## src/hdl/pnle_pkg.sv

```systemverilog
// shared types and constants for the parallel nibble link engine
// no dependencies; imported by every module of the block
package pnle_pkg;

  localparam int unsigned TIMER_BITS_DEF = 32;
  localparam logic [31:0] TIMEOUT_RST    = 32'd50000000;

  // configuration register indexes
  localparam logic REG_VARIANT = 1'b0;
  localparam logic REG_TIMEOUT = 1'b1;

  typedef enum logic [1:0] {
    CMD_TICK      = 2'd0,
    CMD_SEND      = 2'd1,
    CMD_RECV      = 2'd2,
    CMD_WAIT_RECV = 2'd3
  } cmd_e;

  typedef struct packed {
    logic [1:0] opcode;
    logic [7:0] tx_byte;
    logic       restart_timer;
    logic [7:0] status_lines;
  } in_t;

  typedef struct packed {
    logic [7:0] data_lines;
    logic [7:0] rx_byte;
    logic       rx_valid;
    logic       done_res;
    logic       error_flag;
    logic       ready_res;
  } out_t;

  // item after classification in the front part
  typedef struct packed {
    cmd_e       cmd;
    logic [7:0] tx_byte;
    logic       restart;
    logic [7:0] status;
    logic       busy;
    logic       start_seen;
  } front_item_t;

endpackage

```

## src/hdl/pnle_front.sv

```systemverilog
// front part: accepts items, classifies them and holds them in a two-entry queue
// depends on pnle_pkg
module pnle_front (
  input  logic                 clk_i,
  input  logic                 rst_ni,
  input  logic                 push,
  output logic                 full,
  input  pnle_pkg::in_t        in_item_i,
  input  logic                 take_i,
  output logic                 avail_o,
  output pnle_pkg::front_item_t item_o
);
  import pnle_pkg::*;

  front_item_t mem_q [2];
  logic        wr_ptr_q, wr_ptr_d;
  logic        rd_ptr_q, rd_ptr_d;
  logic [1:0]  count_q, count_d;
  logic        do_push, do_pop;
  front_item_t cls;

  always_comb begin
    cls.cmd        = cmd_e'(in_item_i.opcode);
    cls.tx_byte    = in_item_i.tx_byte;
    cls.restart    = in_item_i.restart_timer;
    cls.status     = in_item_i.status_lines;
    cls.busy       = in_item_i.status_lines[7];
    // busy together with a nonzero nibble starts a wait-receive
    cls.start_seen = in_item_i.status_lines[7] && (in_item_i.status_lines[6:3] != 4'd0);
  end

  assign full    = (count_q == 2'd2);
  assign avail_o = (count_q != 2'd0);
  assign item_o  = mem_q[rd_ptr_q];
  assign do_push = push && !full;
  assign do_pop  = take_i && avail_o;

  always_comb begin
    wr_ptr_d = do_push ? ~wr_ptr_q : wr_ptr_q;
    rd_ptr_d = do_pop ? ~rd_ptr_q : rd_ptr_q;
    count_d  = count_q + {1'b0, do_push} - {1'b0, do_pop};
  end

  always_ff @(posedge clk_i) begin
    if (do_push) begin
      mem_q[wr_ptr_q] <= cls;
    end
  end

  always_ff @(posedge clk_i or negedge rst_ni) begin
    if (!rst_ni) begin
      wr_ptr_q <= 1'b0;
      rd_ptr_q <= 1'b0;
      count_q  <= 2'd0;
    end else begin
      wr_ptr_q <= wr_ptr_d;
      rd_ptr_q <= rd_ptr_d;
      count_q  <= count_d;
    end
  end

endmodule

```

## src/hdl/pnle_engine.sv

```systemverilog
// back part: handshake sequencer, timeout timer and configuration registers
// depends on pnle_pkg
module pnle_engine #(
  parameter int unsigned TIMER_BITS = pnle_pkg::TIMER_BITS_DEF
) (
  input  logic                  clk_i,
  input  logic                  rst_ni,
  input  logic                  step_i,
  input  pnle_pkg::front_item_t item_i,
  output pnle_pkg::out_t        result_o,
  input  logic                  cfg_we_i,
  input  logic                  cfg_index_i,
  input  logic [31:0]           cfg_data_i
);
  import pnle_pkg::*;

  localparam logic [3:0] PH_IDLE    = 4'd0;
  localparam logic [3:0] PH_SP_W1   = 4'd1;
  localparam logic [3:0] PH_SP_LO   = 4'd2;
  localparam logic [3:0] PH_SP_W2   = 4'd3;
  localparam logic [3:0] PH_SP_HI   = 4'd4;
  localparam logic [3:0] PH_SC_W1   = 4'd5;
  localparam logic [3:0] PH_SC_B    = 4'd6;
  localparam logic [3:0] PH_SC_W2   = 4'd7;
  localparam logic [3:0] PH_SC_W3   = 4'd8;
  localparam logic [3:0] PH_R_W1    = 4'd9;
  localparam logic [3:0] PH_R_S1    = 4'd10;
  localparam logic [3:0] PH_R_W2    = 4'd11;
  localparam logic [3:0] PH_R_S2    = 4'd12;
  localparam logic [3:0] PH_W_START = 4'd13;

  localparam logic [TIMER_BITS-1:0] TMAX = '1;

  logic                  variant_q;
  logic [31:0]           timeout_q;
  logic [TIMER_BITS-1:0] limit;

  logic [4:0]            phase_q, phase_d;
  logic [7:0]            work_q, work_d;
  logic [3:0]            low_q, low_d;
  logic [7:0]            drive_q, drive_d;
  logic [TIMER_BITS-1:0] timer_q, timer_d, timer_inc;
  logic                  tout_q, tout_d;
  logic                  err_q, err_d;

  logic [3:0] ph;
  logic       wm;
  logic       frozen;
  logic       rx_v, done;
  logic [7:0] rx_b;
  logic [7:0] asm_byte;
  logic       sup;

  // effective limit: saturate to the timer range, zero acts as one
  always_comb begin
    if (64'(timeout_q) > 64'(TMAX)) begin
      limit = TMAX;
    end else begin
      limit = TIMER_BITS'(timeout_q);
    end
    if (limit == '0) begin
      limit = TIMER_BITS'(1);
    end
  end

  always_comb begin
    ph        = phase_q[3:0];
    wm        = phase_q[4];
    frozen    = (ph == PH_W_START);
    timer_inc = (timer_q != TMAX) ? timer_q + TIMER_BITS'(1) : timer_q;
    timer_d   = frozen ? timer_q : timer_inc;
    tout_d    = tout_q | (!frozen && (timer_inc >= limit));
    phase_d   = phase_q;
    work_d    = work_q;
    low_d     = low_q;
    drive_d   = drive_q;
    err_d     = err_q;
    rx_v      = 1'b0;
    rx_b      = 8'd0;
    done      = 1'b0;
    sup       = err_q;
    asm_byte  = {item_i.status[6:3], low_q};

    case (ph)
      PH_IDLE: begin
        case (item_i.cmd)
          CMD_SEND: begin
            if (sup) begin
              done = 1'b1;
            end else begin
              work_d  = item_i.tx_byte;
              timer_d = '0;
              tout_d  = 1'b0;
              phase_d = {1'b0, variant_q ? PH_SC_W1 : PH_SP_W1};
            end
          end
          CMD_RECV: begin
            if (sup) begin
              done = 1'b1;
            end else begin
              if (item_i.restart) begin
                timer_d = '0;
                tout_d  = 1'b0;
              end
              phase_d = {1'b0, PH_R_W1};
            end
          end
          CMD_WAIT_RECV: begin
            drive_d = drive_q & 8'hf7;
            phase_d = {1'b0, PH_W_START};
          end
          default: ;
        endcase
      end
      PH_SP_W1: begin
        if (item_i.busy || tout_d) begin
          drive_d = {4'h8, work_q[3:0]};
          phase_d = {1'b0, PH_SP_LO};
        end
      end
      PH_SP_LO: begin
        drive_d = drive_q & 8'h0f;
        phase_d = {1'b0, PH_SP_W2};
      end
      PH_SP_W2: begin
        if (!item_i.busy || tout_d) begin
          drive_d = {4'h8, work_q[7:4]};
          phase_d = {1'b0, PH_SP_HI};
        end
      end
      PH_SP_HI: begin
        drive_d = drive_q & 8'h0f;
        if (tout_d) begin
          err_d = 1'b1;
        end
        done    = 1'b1;
        phase_d = {1'b0, PH_IDLE};
      end
      PH_SC_W1: begin
        if (item_i.busy || tout_d) begin
          drive_d = work_q & 8'h07;
          phase_d = {1'b0, PH_SC_B};
        end
      end
      PH_SC_B: begin
        drive_d = drive_q | 8'h08;
        phase_d = {1'b0, PH_SC_W2};
      end
      PH_SC_W2: begin
        if (!item_i.busy || tout_d) begin
          drive_d = ({6'd0, work_q[4:3]} | (work_q & 8'h04)) ^ 8'h0d;
          phase_d = {1'b0, PH_SC_W3};
        end
      end
      PH_SC_W3: begin
        if (!item_i.status[3] || tout_d) begin
          drive_d = {5'd0, work_q[7:5] ^ 3'd3 ^ {2'd0, work_q[2]}};
          if (tout_d) begin
            err_d = 1'b1;
          end
          done    = 1'b1;
          phase_d = {1'b0, PH_IDLE};
        end
      end
      PH_R_W1: begin
        if (item_i.busy || tout_d) begin
          if (variant_q) begin
            low_d   = item_i.status[6:3];
            drive_d = 8'h08;
            phase_d = {wm, PH_R_W2};
          end else begin
            drive_d = 8'h80;
            phase_d = {wm, PH_R_S1};
          end
        end
      end
      PH_R_S1: begin
        low_d   = item_i.status[6:3];
        drive_d = 8'h00;
        phase_d = {wm, PH_R_W2};
      end
      PH_R_W2, PH_R_S2: begin
        if ((ph == PH_R_W2) && !(!item_i.busy || tout_d)) begin
          // still waiting for busy to drop
        end else if ((ph == PH_R_W2) && !variant_q) begin
          drive_d = 8'h80;
          phase_d = {wm, PH_R_S2};
        end else begin
          drive_d = 8'h00;
          work_d  = asm_byte;
          if (tout_d) begin
            err_d = 1'b1;
            if (wm) begin
              phase_d = {1'b0, PH_W_START};
            end else begin
              done    = 1'b1;
              phase_d = {1'b0, PH_IDLE};
            end
          end else begin
            rx_v    = 1'b1;
            rx_b    = asm_byte;
            done    = 1'b1;
            phase_d = {1'b0, PH_IDLE};
          end
        end
      end
      PH_W_START: begin
        if (item_i.start_seen) begin
          timer_d = '0;
          tout_d  = 1'b0;
          err_d   = 1'b0;
          phase_d = {1'b1, PH_R_W1};
        end
      end
      default: begin
        phase_d = {1'b0, PH_IDLE};
      end
    endcase
  end

  always_comb begin
    result_o.data_lines = drive_d;
    result_o.rx_byte    = rx_b;
    result_o.rx_valid   = rx_v;
    result_o.done_res   = done;
    result_o.error_flag = err_d;
    result_o.ready_res  = (phase_d == {1'b0, PH_IDLE});
  end

  always_ff @(posedge clk_i or negedge rst_ni) begin
    if (!rst_ni) begin
      variant_q <= 1'b0;
      timeout_q <= TIMEOUT_RST;
      phase_q   <= {1'b0, PH_IDLE};
      work_q    <= 8'd0;
      low_q     <= 4'd0;
      drive_q   <= 8'd0;
      timer_q   <= '0;
      tout_q    <= 1'b0;
      err_q     <= 1'b0;
    end else begin
      if (cfg_we_i) begin
        if (cfg_index_i == REG_VARIANT) begin
          variant_q <= cfg_data_i[0];
        end else begin
          timeout_q <= cfg_data_i;
        end
      end
      if (step_i) begin
        phase_q <= phase_d;
        work_q  <= work_d;
        low_q   <= low_d;
        drive_q <= drive_d;
        timer_q <= timer_d;
        tout_q  <= tout_d;
        err_q   <= err_d;
      end
    end
  end

endmodule

```

## src/hdl/pnle_resq.sv

```systemverilog
// result queue: two entries between the sequencer and the consumer
// depends on pnle_pkg
module pnle_resq (
  input  logic           clk_i,
  input  logic           rst_ni,
  input  logic           wr_i,
  input  pnle_pkg::out_t wdata_i,
  output logic           room_o,
  output logic           empty,
  input  logic           pop,
  output pnle_pkg::out_t out_item_o
);
  import pnle_pkg::*;

  out_t       mem_q [2];
  logic       wr_ptr_q;
  logic       rd_ptr_q;
  logic [1:0] count_q;
  logic       do_pop;

  assign empty      = (count_q == 2'd0);
  assign room_o     = (count_q != 2'd2);
  assign out_item_o = mem_q[rd_ptr_q];
  assign do_pop     = pop && !empty;

  always_ff @(posedge clk_i) begin
    if (wr_i) begin
      mem_q[wr_ptr_q] <= wdata_i;
    end
  end

  always_ff @(posedge clk_i or negedge rst_ni) begin
    if (!rst_ni) begin
      wr_ptr_q <= 1'b0;
      rd_ptr_q <= 1'b0;
      count_q  <= 2'd0;
    end else begin
      if (wr_i) begin
        wr_ptr_q <= ~wr_ptr_q;
      end
      if (do_pop) begin
        rd_ptr_q <= ~rd_ptr_q;
      end
      count_q <= count_q + {1'b0, wr_i} - {1'b0, do_pop};
    end
  end

endmodule

```

## src/hdl/parallel_nibble_link_engine_unit.sv

```systemverilog
// top level of the parallel nibble link engine: front queue, sequencer, result queue
// depends on pnle_pkg, pnle_front, pnle_engine and pnle_resq
//
// Each pushed item is one clock tick of the link: it carries the sampled status
// lines and an optional command, and yields exactly one result item with the data
// lines, the received byte and the status flags after that tick. The sequencer
// takes one item per clock while one waits and the result queue has room; items
// go into the front queue, results into the result queue. Two-entry queues on
// both sides let the producer and the consumer stall independently. Configuration
// writes are always taken (ready stays high) and must be made while the block holds
// no unfinished item. The timeout counter is TIMER_BITS wide.
module parallel_nibble_link_engine_unit #(
  parameter int unsigned TIMER_BITS = pnle_pkg::TIMER_BITS_DEF
) (
  input  logic           clk_i,
  input  logic           rst_ni,
  input  logic           push,
  output logic           full,
  input  pnle_pkg::in_t  in_item_i,
  output logic           empty,
  input  logic           pop,
  output pnle_pkg::out_t out_item_o,
  input  logic           cfg_valid_i,
  output logic           cfg_ready_o,
  input  logic           cfg_index_i,
  input  logic [31:0]    cfg_data_i
);
  import pnle_pkg::*;

  front_item_t item;
  logic        avail;
  logic        room;
  logic        step;
  out_t        result;

  assign cfg_ready_o = 1'b1;
  assign step        = avail && room;

  pnle_front u_front (
    .clk_i     (clk_i),
    .rst_ni    (rst_ni),
    .push      (push),
    .full      (full),
    .in_item_i (in_item_i),
    .take_i    (step),
    .avail_o   (avail),
    .item_o    (item)
  );

  pnle_engine #(
    .TIMER_BITS (TIMER_BITS)
  ) u_engine (
    .clk_i       (clk_i),
    .rst_ni      (rst_ni),
    .step_i      (step),
    .item_i      (item),
    .result_o    (result),
    .cfg_we_i    (cfg_valid_i),
    .cfg_index_i (cfg_index_i),
    .cfg_data_i  (cfg_data_i)
  );

  pnle_resq u_resq (
    .clk_i      (clk_i),
    .rst_ni     (rst_ni),
    .wr_i       (step),
    .wdata_i    (result),
    .room_o     (room),
    .empty      (empty),
    .pop        (pop),
    .out_item_o (out_item_o)
  );

endmodule
```

## config.mk

```make
export PLATFORM = sky130hd
export DESIGN_NAME = parallel_nibble_link_engine_unit
export DESIGN_NICKNAME = d
export VERILOG_FILES = /design/src/hdl/pnle_pkg.sv /design/src/hdl/pnle_front.sv /design/src/hdl/pnle_engine.sv /design/src/hdl/pnle_resq.sv /design/src/hdl/parallel_nibble_link_engine_unit.sv
export SDC_FILE = /design/constraint.sdc
export NUM_CORES = 1
export LEC_CHECK = 0
export ABC_AREA = 1
export BUFFER_PORTS_ARGS = -buffer_cell sky130_fd_sc_hd__buf_2
export CORE_ASPECT_RATIO = 0.6
export CORE_MARGIN = 2
export CORE_UTILIZATION = 65
export CTS_CLUSTER_SIZE = 40
export DETAILED_ROUTE_END_ITERATION = 7
export PLACE_DENSITY = 0.86
export SETUP_SLACK_MARGIN = 0.1
export SYNTH_ARGS = -nofsm -noshare
export SYNTH_HDL_FRONTEND = slang
export SYNTH_SLANG_ARGS = --single-unit
```

## constraint.sdc

```tcl
create_clock -name clk_i -period 9.3 [get_ports clk_i]
set_clock_uncertainty 0.05 [all_clocks]
set_input_delay 0.465 -clock clk_i [delete_from_list [all_inputs] [get_ports clk_i]]
set_output_delay 0.465 -clock clk_i [all_outputs]
set_load 0.02 [all_outputs]
```

# Word-level counts from Yosys, hierarchy flattened
# Memory sizes are Yosys's and may differ from the RTL's.
# Index checks and enable logic that the tools add are counted.
totals:
  n_memories: 2
  mem_bits_rw: 82
  latchBits: 0
  output_inout_bits: 23
  input_bits: 57
  rom_bits: 0
  reg_bits: 100
  word_cells: 168
memory_table:
  columns: ["memory", "words", "width", "rd", "rd_ports_with_merged_regs", "write_ports", "line_no", "source"]
  rows:
  - ["u_front.mem_q", 2, 21, 1, 0, 1, "pnle_front.sv:15", "front_item_t mem_q [2];"]
  - ["u_resq.mem_q", 2, 20, 1, 0, 1, "pnle_resq.sv:15", "out_t mem_q [2];"]
op_classes:
  bitwise_logic: 10
  mul: 0
  n_addsub: 5
  shifts: 0
  order_cmp: 1
  n_eq_ne: 25
  div: 0
  mux: 77
  n_reduce_logical: 33
ops:
  columns: ["operator", "count"]
  rows:
  - ["$mux 32", 7]
  - ["$mux 8", 17]
  - ["$pmux 32 s2", 2]
  - ["$pmux 8 s11", 1]
  - ["$pmux 5 s12", 1]
  - ["$mux 5", 10]
  - ["$add 32x1->32 const B", 1]
  - ["$ge 32x32->1", 1]
  - ["$logic_not 32->1", 1]
  - ["$ne 32x32->1 const B", 1]
  - ["$mux 1", 25]
  - ["$eq 4x4->1 const B", 6]
  - ["$mux 4", 6]
  - ["$eq 4x3->1 const B", 4]
  - ["$pmux 8 s2", 1]
  - ["$pmux 5 s3", 1]
  - ["$ne 2x2->1 const B", 5]
  - ["$eq 4x2->1 const B", 2]
  - ["$logic_and 1x1->1", 8]
  - ["$pmux 1 s4", 2]
  - ["$pmux 4 s2", 1]
  - ["$logic_not 1->1", 7]
  - ["$eq 2x2->1 const B", 3]
  - ["$reduce_and 6->1", 1]
  - ["22 further kinds", 37]

# Longest topological paths before layout
logic_depth:
  depth_word: 11
  mapped_depth: 32
  ltp_nobuf: 31

# Cells and area by module
# A second synthesis with hierarchy kept.
hier_totals:
  cells_unflattened: 1236
  hier_area_um2: 10144.7
by_module_without_submodules:
  columns: ["module", "seq_area_each_um2", "area_each_um2", "n_inst", "cells_each"]
  rows:
  - ["pnle_engine", 2317.2, 6718.9, 1, 956]
  - ["pnle_front", 1301.2, 1716.6, 1, 141]
  - ["pnle_resq", 1301.2, 1690.4, 1, 135]
  - ["parallel_nibble_link_engine_unit", 0.0, 18.8, 1, 4]

# Worst setup path before layout
# OpenSTA, ideal clock, no wires.
synth_path:
  kind: "reg2reg"
  start: "register u_engine.timer_q[0]"
  end: "memory u_resq.mem_q[0][16] (netlist bit) (data pin)"
  t_arrival_ps: 3097
  slack_ps: 5884
  stages_incl_launch_ff: 26
  required_ps: 8981
  n_path_buf: 1
  synth_period_minus_slack_ps: 3416
  path_cell_list: "dfrtp_1 -> ha_1 -> nand2_1 -> inv_1 -> nand3_2 -> nor2_1 -> and2_2 -> nand4_4 -> nand2_1 -> nor3_1 -> a21oi_1 -> ha_1 -> nand2_1 -> nor2_1 -> nand2_1 -> nor2_1 -> nor2_1 -> nand2_1 -> nand2_1 -> nand2_1 -> nand2_2 -> buf_8 -> nand3_4 -> nor3_1 -> nor3_2 -> nor2_1"
synth_rtl:
  columns: ["item", "line_no", "source"]
  rows:
  - ["start: declaration", "pnle_engine.sv:42", "logic [TIMER_BITS-1:0] timer_q, timer_d, timer_inc;"]
  - ["start signal: assignment", "pnle_engine.sv:254", "timer_q <= timer_d;"]
  - ["end: declaration", "pnle_resq.sv:15", null]

==> flow_metrics.tcl <==
set metrics [dict create \
    place_worst_setup_slack_ns 4.63 \
    power_leakage_uw 0.00544 \
    hold_viol 0 \
    die_width_um 164 \
    endpoint_kind "register" \
    power.density_nw_per_um2 365 \
    post_route_design_area_um2 11100 \
    cell_area_after_technology_mapping_um2 9940 \
    cell_variety_after_synth 57 \
    hpwl_um 19400 \
    cp_data_required_time_ns 9.50 \
    tns_ns 0 \
    vias_in_the_first_global_route 8099 \
    grt_first_pass_wirelength_um 43400 \
    dr_total_vias 8817 \
    antenna-diode-count 0 \
    detail_route.iter0.violations 1193 \
    setup_viol_count_final 0 \
    timing.critical_path.max_delay_family "simple AND/OR/NAND/NOR gates" \
    remaining_drc_errors 0 \
    post_cts.repair.setup_buffers 0 \
    status "complete, no violations" \
    sequential_to_total_area_share_from_yosys_stat 0.477 \
    fmax_ghz 0.199 \
    critical_path.n_buffers_inverters 1 \
    avgViaCountPerCell 5.97 \
    non_filler_cells_final 1477 \
    htree_num_levels 4 \
    cpMaxStageDelayCell "sky130_fd_sc_hd__a21oi_1" \
    tritoncts_clock_tree "yes" \
    mappedNetlistNets 1297 \
    initial_antenna_violation_count 1 \
    mean_cell_area_of_the_mapped_netlist_um2 8.29 \
    tightest_slew_ns 1.10 \
    fin_nets 1364 \
    detail_route.wl_per_cell_um 18.6 \
    synth_ff_type "sky130_fd_sc_hd__dfrtp_1" \
    final_core_util 0.753 \
    synth_area_leader_cell "sky130_fd_sc_hd__edfxtp_1" \
    finalCriticalPeriod_ns 5.03 \
    drt-pass1-iter-count 6 \
    cts_max_path_buffers 2 \
    areaGrowthSynthToFinish_pct 11.4 \
    synth.top_cell.area_share 0.224 \
    grtUsageTotal 0.351 \
    final_cycle_share 0.541 \
    antenna_left 0 \
    die_footprint_um2 16300 \
    start_kind "register" \
    path_clk_slew_ns 0.08 \
    cts_buffers 17 \
    max_slew_margin 0.266 \
    start_util 0.675 \
    critical_path_peak_fanout 21 \
    async_flop_share 0.575 \
    core_um2 14700 \
    dpl.cell_count 1444 \
    timing.critical_path.mode_cell "sky130_fd_sc_hd__nand2_1" \
    synth.top_cells.by_count "sky130_fd_sc_hd__nand2_1, sky130_fd_sc_hd__inv_1, sky130_fd_sc_hd__nor2_1" \
    cts.sinks 174 \
    worst-endpoint-arrival_ns 5.23 \
    area_of_placed_instances_um2 10500 \
    critPathMaxStageDelay_ns 0.51 \
    synth_enable_flop_cells 74 \
    die_h_um 99.8 \
    worstSkewPairLatency_ns 0.44 \
    grt_overflow 0 \
    boundaryPins 80 \
    worstHoldPathType "input pin to register" \
    post_synth_main_area_contributors "sky130_fd_sc_hd__edfxtp_1, sky130_fd_sc_hd__dfrtp_1, sky130_fd_sc_hd__nand2_1, sky130_fd_sc_hd__inv_1, sky130_fd_sc_hd__nor2_1" \
    root_buffer "sky130_fd_sc_hd__clkbuf_16" \
    fillerInstances 1031 \
    fp-row-count 34 \
    most_repeated_cell_in_the_gate_level_netlist_after_synthesis "sky130_fd_sc_hd__nand2_1" \
    cap_violations 0 \
    yosys_register_bits 174 \
    max-vdd-ir-drop_v 0.000200 \
    worstSetupPathType "register to register" \
    post_cts_hold_buffer_count 1 \
    placement.io_buffers 75 \
    postCtsResizedCells 0 \
    drive_gt1_frac 0.138 \
    placer_congestion_estimate 0.962 \
    rsz0062_at_grt "false" \
    finalMaxSlewViolations 0 \
    drt_wl_total_um 27400 \
    grt_max_degree 69 \
    instance_count_of_the_mapped_netlist 1199 \
    postLayoutSetupSlackWorst_ns 4.27 \
    yosys_warnings 0 \
]
## cells in the final DEF, fill, tap and decap left out, types with 23 or more instances in the layout
cell type / instances
sky130_fd_sc_hd__nand2_1: 292
sky130_fd_sc_hd__dfrtp_1: 88
sky130_fd_sc_hd__nor3_1: 23
sky130_fd_sc_hd__nand4_1: 30
sky130_fd_sc_hd__edfxtp_1: 74
sky130_fd_sc_hd__a21oi_1: 59
sky130_fd_sc_hd__a22oi_1: 24
sky130_fd_sc_hd__inv_1: 157
sky130_fd_sc_hd__xor2_1: 28
sky130_fd_sc_hd__nor2_1: 136
sky130_fd_sc_hd__ha_1: 41
sky130_fd_sc_hd__o21ai_0: 62
sky130_fd_sc_hd__nand3_1: 34
sky130_fd_sc_hd__buf_2: 74
## worst reg2reg max path: stages, from the launching register on
cell                      delay (ns)
sky130_fd_sc_hd__dfrtp_1        0.39
sky130_fd_sc_hd__ha_1           0.20
sky130_fd_sc_hd__nand2_1        0.08
sky130_fd_sc_hd__inv_1          0.11
sky130_fd_sc_hd__nand3_2        0.18
sky130_fd_sc_hd__nor2_1         0.26
sky130_fd_sc_hd__and2_2         0.23
sky130_fd_sc_hd__nand4_4        0.13
sky130_fd_sc_hd__nand2_1        0.12
sky130_fd_sc_hd__nor3_1         0.08
sky130_fd_sc_hd__a21oi_1        0.51
sky130_fd_sc_hd__ha_1           0.36
sky130_fd_sc_hd__nand2_1        0.08
sky130_fd_sc_hd__a21oi_1        0.06
sky130_fd_sc_hd__nor2_1         0.10
sky130_fd_sc_hd__nand2_1        0.09
sky130_fd_sc_hd__nor2_1         0.12
sky130_fd_sc_hd__nand2_1        0.09
sky130_fd_sc_hd__nand2_1        0.08
sky130_fd_sc_hd__nand2_1        0.10
sky130_fd_sc_hd__nand2_2        0.39
sky130_fd_sc_hd__nand3_4        0.25
sky130_fd_sc_hd__nand3_1        0.15
sky130_fd_sc_hd__nand2_1        0.06
sky130_fd_sc_hd__nor3_1         0.25
sky130_fd_sc_hd__nand3_1        0.13
sky130_fd_sc_hd__nor2_1         0.21
## area by class of cell
class / count / area [um^2] / area share
Multi-Input combinational cell: 821 / 4390 / 0.396
Clock inverter: 15 / 190 / 0.0172
Timing Repair Buffer: 84 / 448 / 0.0404
Sequential cell: 174 / 4740 / 0.428
Tap cell: 198 / 248 / 0.0224
Inverter: 168 / 636 / 0.0574
Clock buffer: 17 / 425 / 0.0384
## state kept, by name, summed over array words and instances (netlist names), 2 cells and up
register	flops
u_front.count_q	2
u_resq.count_q	2
u_engine.low_q	4
u_engine.drive_q	8
u_engine.phase_q	5
u_engine.work_q	8
u_resq.mem_q	40
u_engine.timeout_q	32
u_front.mem_q	34
u_engine.timer_q	32
## final timing paths
| kind | from | end | slack [ns] | cells after the start |
|---|---|---|---|---|
| worst min register to register | u_engine.drive_q[5] | u_engine.drive_q[5] | 0.45 | 2 |
| min in group asynchronous | rst_ni | u_engine.timeout_q[9] | 0.45 | 2 |
| max in group asynchronous | rst_ni | u_engine.timer_q[26] | 7.46 | 3 |
| worst min-delay path | in_item_i[15] | u_front.mem_q[1][17] | 0.16 | 1 |
| worst max register to register | u_engine.timer_q[1] | u_resq.mem_q[0][0] | 4.27 | 26 |
| worst max-delay path | u_engine.timer_q[1] | u_resq.mem_q[0][0] | 4.27 | 26 |
## per-layer routing
metal  share of wire  vias up  track usage
li1                -     4091            -
met1            0.44     4080        0.547
met2            0.40      588        0.468
met3            0.14       58        0.113
met4           0.017        0       0.0951
met5               0        -            0
## cells by family after synthesis
kind of cell | after synthesis | share of synthesized area
AO/OA/AOI/OAI | 185 | 0.112
XOR/XNOR | 31 | 0.0273
adder cells (fa/ha/maj) | 41 | 0.0516
buffers and inverters | 204 | 0.0823
flip-flops | 174 | 0.477
multiplexers | 3 | 0.00302
other | 1 | 0.000377
AND/OR/NAND/NOR | 560 | 0.247
## metrics by stage
stage / hold slack [ns] / power, uW
after floorplan: 0.119 / 2650
after global placement: 0.374 / 3130
after detailed placement: 0.382 / 3220
after CTS: 0.152 / 3970
after global routing: 0.153 / 4300
final: 0.155 / 4040
## power breakdown
part	total [uW]	internal (uW)	switching (uW)
Sequential	1330	1140	195
Combinational	1970	594	1380
Clock	733	368	365
Power figures use the tool's default switching activity.
